### src/sv/ediff332_pkg.sv
// shared types and constants for the rgb332 error diffusion ditherer
// no dependencies
package ediff332_pkg;

	localparam int NCH = 3;
	localparam int CH_B = 0;
	localparam int CH_G = 1;
	localparam int CH_R = 2;

	localparam int WIDTH_W = 12;
	localparam int HEIGHT_W = 13;
	localparam int ROW_W = 12;
	localparam int CFG_DATA_W = 13;

	localparam logic [WIDTH_W-1:0] WIDTH_RESET = 12'd640;
	localparam logic [HEIGHT_W-1:0] HEIGHT_RESET = 13'd480;

	// dropped low bits per channel: 6 for blue, 5 for green and red
	localparam logic [NCH-1:0][5:0] ERR_MASK = {6'h1F, 6'h1F, 6'h3F};

	typedef enum logic [0:0] {
		CFG_IMAGE_WIDTH  = 1'b0,
		CFG_IMAGE_HEIGHT = 1'b1
	} cfg_reg_t;

	// one line store entry: pending next-row sum per channel
	typedef logic [NCH-1:0][5:0] sums_t;

	// per-channel running state between neighboring pixels
	typedef struct packed {
		logic [5:0] carried;
		logic [5:0] win0;
		logic [1:0] win1;
	} chan_state_t;

	typedef struct packed {
		chan_state_t nxt;
		logic [5:0] row_wr;
	} chan_next_t;

endpackage

### src/sv/ediff332_chan.sv
// one color channel: saturating sum, quantization error and error shares
// depends on ediff332_pkg
module ediff332_chan
	import ediff332_pkg::*;
(
	input  logic [7:0]  pix,
	input  logic [5:0]  row_sum,
	input  logic [5:0]  err_mask,
	input  logic        diffuse,
	input  chan_state_t cur,
	output logic [7:0]  val,
	output chan_next_t  next
);

	logic [8:0] carried7;
	logic [8:0] total;
	logic [5:0] err;
	logic [7:0] err3;
	logic [8:0] err5;

	always_comb begin
		// 7/16 of the left error
		carried7 = {cur.carried, 3'b000} - {3'b000, cur.carried};
		total = {1'b0, pix} + {3'b000, row_sum} + {4'b0000, carried7[8:4]};
		val = total[8] ? 8'hFF : total[7:0];
		err = diffuse ? (val[5:0] & err_mask) : 6'd0;
		err3 = {1'b0, err, 1'b0} + {2'b00, err};
		err5 = {1'b0, err, 2'b00} + {3'b000, err};
		next.row_wr = cur.win0 + {2'b00, err3[7:4]};
		next.nxt.win0 = {4'b0000, cur.win1} + {1'b0, err5[8:4]};
		next.nxt.win1 = err[5:4];
		next.nxt.carried = err;
	end

endmodule

### config.mk
export PLATFORM = sky130hd
export DESIGN_NAME = ediff332_chan
export DESIGN_NICKNAME = d
export VERILOG_FILES = /design/src/sv/ediff332_pkg.sv /design/src/sv/ediff332_chan.sv
export SDC_FILE = /design/constraint.sdc
export NUM_CORES = 1
export LEC_CHECK = 0
export ABC_AREA = 1
export BUFFER_PORTS_ARGS = -buffer_cell sky130_fd_sc_hd__buf_2
export CAP_MARGIN = 5
export CORE_MARGIN = 5
export CORE_UTILIZATION = 46
export DETAILED_ROUTE_END_ITERATION = 6
export GPL_ROUTABILITY_DRIVEN = 0
export PLACE_DENSITY_LB_ADDON = 0.2
export SETUP_SLACK_MARGIN = 0.05
export SLEW_MARGIN = 20
export SYNTH_ARGS = -nofsm -noshare
export SYNTH_HDL_FRONTEND = slang
export SYNTH_SLANG_ARGS = --single-unit
### constraint.sdc
create_clock -name vclk -period 12
set_clock_uncertainty 0.1 [all_clocks]
set_input_delay 3.6 -clock vclk [all_inputs]
set_output_delay 3.6 -clock vclk [all_outputs]
set_load 0.01 [all_outputs]
==> metrics.md <==
| Metric | Value |
|---|---|
| Syn_nets | between 200 and 300 |
| Total Power | 274 uW |
| Most common cell after layout, fill and taps aside | buf_2 |
| Power Density | 114 mW/mm^2 |
| Synth Area in XOR/XNOR | ~7.8% |
| Iter 0 DRT Violations | 49 |
| Final WL | 4080 um |
| Seq cells | 0 |
| Switching Share | roughly 52% |
| Seq pwr share | 0% |
| CP max stage cell | fa_1 |
| Critical path type | in -> out |
| CP peak stage delay | 550 ps |
| Most frequent cells in the layout | buf_2, inv_1, buf_4 |
| Simple-Gate Fraction of Synth Area | between 30% and 40% |
| Drt first pass iters | 4 |
| Clock buffer count | 0 |
| HPWL Detailed | 3010 um |
| Yosys warnings | 0 |
| PortBufs | 63 |
| Normalized max-slew margin | about 83% |
| Cells after synthesis | between 200 and 250 |
| Hold crit path type | in -> out |
| Via count | 1669 |
| Number of distinct library cells after synthesis | 30 |
| Clk pwr share | 0% |
| Hold WS | 7360 ps |
| Synthesis-to-layout area growth | 64.1% |
| RSZ-0062 raised after global routing | yes |
| Post-route insts no fill | 355 |
| Initial antenna violation count | 0 |
| Min setup slack post-route | 74.8 ps |
| Max Cap Viol | 0 |
| Grt total ovfl | 0 |
| Ports | 63 |
| Core Rows | 20 |
| Worst vdd ir | between 60 and 70 uV |
| Critical Path Source Type | input pin |
| Final Hold Fails | 0 |
| First-pass GRT wire length | ~6100 um |
| Largest family of logic cells by synthesized area | simple AND/OR/NAND/NOR gates |
| CP Capture Type | output port |
| Setup WS pre-CTS | -165 ps |
| Sw Pwr | about 140 uW |
| Via density | roughly 4.7 |
| N_diodes | 0 |
| Die height | 66.5 um |
| Nets | 380 |
| Period utilisation layout | 99.4% |
| Placed insts | 335 |
| Lkg Pwr | roughly 0.0014 uW |
| Slew at the pin with the worst max-slew slack | 255 ps |
| DRC violations left | 0 |
| Critical Path Fanout Max | 3 |
| Adder-Cell Fraction of Synth Area | 31.4% |
| Share of layout cells above drive strength 1 | 57.6% |
| Total GRT Usage | 16.4% |
| Die Wd | 66.5 um |
| Outcome | completed |
| Worst path most repeated cell | nand2_1 |
| Die ar. | between 0.004 and 0.005 sq mm |
| Count of final setup violators | 0 |
| P_int | 130 uW |
| Syn avg cell area | 6.92 sq um |
| Cell area after synthesis | 0.00147 sq mm |
| Register Area | 0 sq um |
| Core area | 0.00305 sq mm |
| Mux cell area share after synthesis | 0% |
| Gate power share | between 90% and 100% |
| F_max | 83.9 MHz |
| Max-slew violation count | 0 |
| Fin util | 78.8% |
| Compound-Gate Fraction of Synth Area | 12.1% |
| Vias in the first global route | 1570 |
| Post-DR wirelength/cell | 11.5 um |
| CP Data Arrival Time | between 8000 and 9000 ps |
| Initial core utilization | 48.0% |
| ANT nets after route | 0 |
| CP Data Required Time | 8300 ps |
| Post-synthesis sequential area ratio | 0% |
| Largest net degree at the start of global routing | 8 |
| Fin crit period | 11930 ps |
==> final timing paths <==
check             startpoint      end  slack [ps]  depth (start not counted)
setup / recovery      cur[8]  next[5]          70                         29
hold / removal        cur[7]  next[5]        7360                          3
==> area by class of cell <==
cell class / count / area (sq um)
well taps: 44 / 55.1
multi-input cells: 160 / 1540
inverters: 50 / 195
fillers: 230 / 647
repair buffers: 101 / 618
==> power by group through the flow <==
stage / Clock, uW / Combinational, uW / Sequential (uW)
floorplan: 0 / 141 / 0
global placement: 0 / 212 / 0
detailed placement: 0 / 215 / 0
CTS: 0 / 227 / 0
global route: 0 / 304 / 0
finish: 0 / 274 / 0
==> per-layer routing <==
| layer | up-vias | share of wire, % | track usage (%) |
|---|---|---|---|
| met3 | 8 | 4.5 | 0.506 |
| li1 | 863 | - | - |
| met4 | 0 | 2.1 | 0.508 |
| met2 | 45 | 55 | 34.0 |
| met1 | 753 | 38 | 19.1 |
| met5 | - | 0 | 0 |
==> stage by stage <==
stage | TNS (ps) | instance area [sq um]
6_report | 0 | 2410
5_1_grt | -501 | 2410
4_1_cts | 0 | 2080
3_5_place_dp | -246 | 1960
3_3_place_gp | -67.3 | 1960
2_1_floorplan | 0 | 1470
==> synth_stat cells, drive strengths merged <==
cell type,instances,area [sq um]
a31oi,1,6.26
nor3,1,5.00
buf,2,15.0
a21oi,10,53.8
o311ai,1,8.76
o21bai,1,7.51
nand4,3,18.8
ha,24,300
nor2,16,97.6
nand2,51,251
xnor2,5,43.8
o21ai,6,30.0
o211ai,1,7.51
a21o,5,37.5
a211oi,1,7.51
nand3b,2,15.0
nand3,14,115
inv,50,188
xor2,8,70.1
fa,8,160
a21boi,1,18.8
or2,1,8.76
==> worst max-delay path, delay by kind of cell <==
family                   cells  cell delay (ps)
AND/OR/NAND/NOR             12             1180
XOR/XNOR                     2              300
adder cells (fa/ha/maj)      5             1600
buffers and inverters        3              370
AO/OA/AOI/OAI                7             1140
==> logic make-up (layout without fill, tap and decap cells) <==
kind of cell	count (synthesis)	in the layout
and+or+nand+nor	88	88
xor gates and xnor gates	13	13
AOI/OAI and AO/OA	27	27
adders and majority gates	32	32
buffers and inverters	52	151
==> timing repair <==
action,in CTS,in global routing
pin swaps,8,49
hold buffers,0,0
resized for setup,13,50
endpoints found under the setup margin,4,10
setup buffers,7,14
Power figures use the tool's default switching activity.
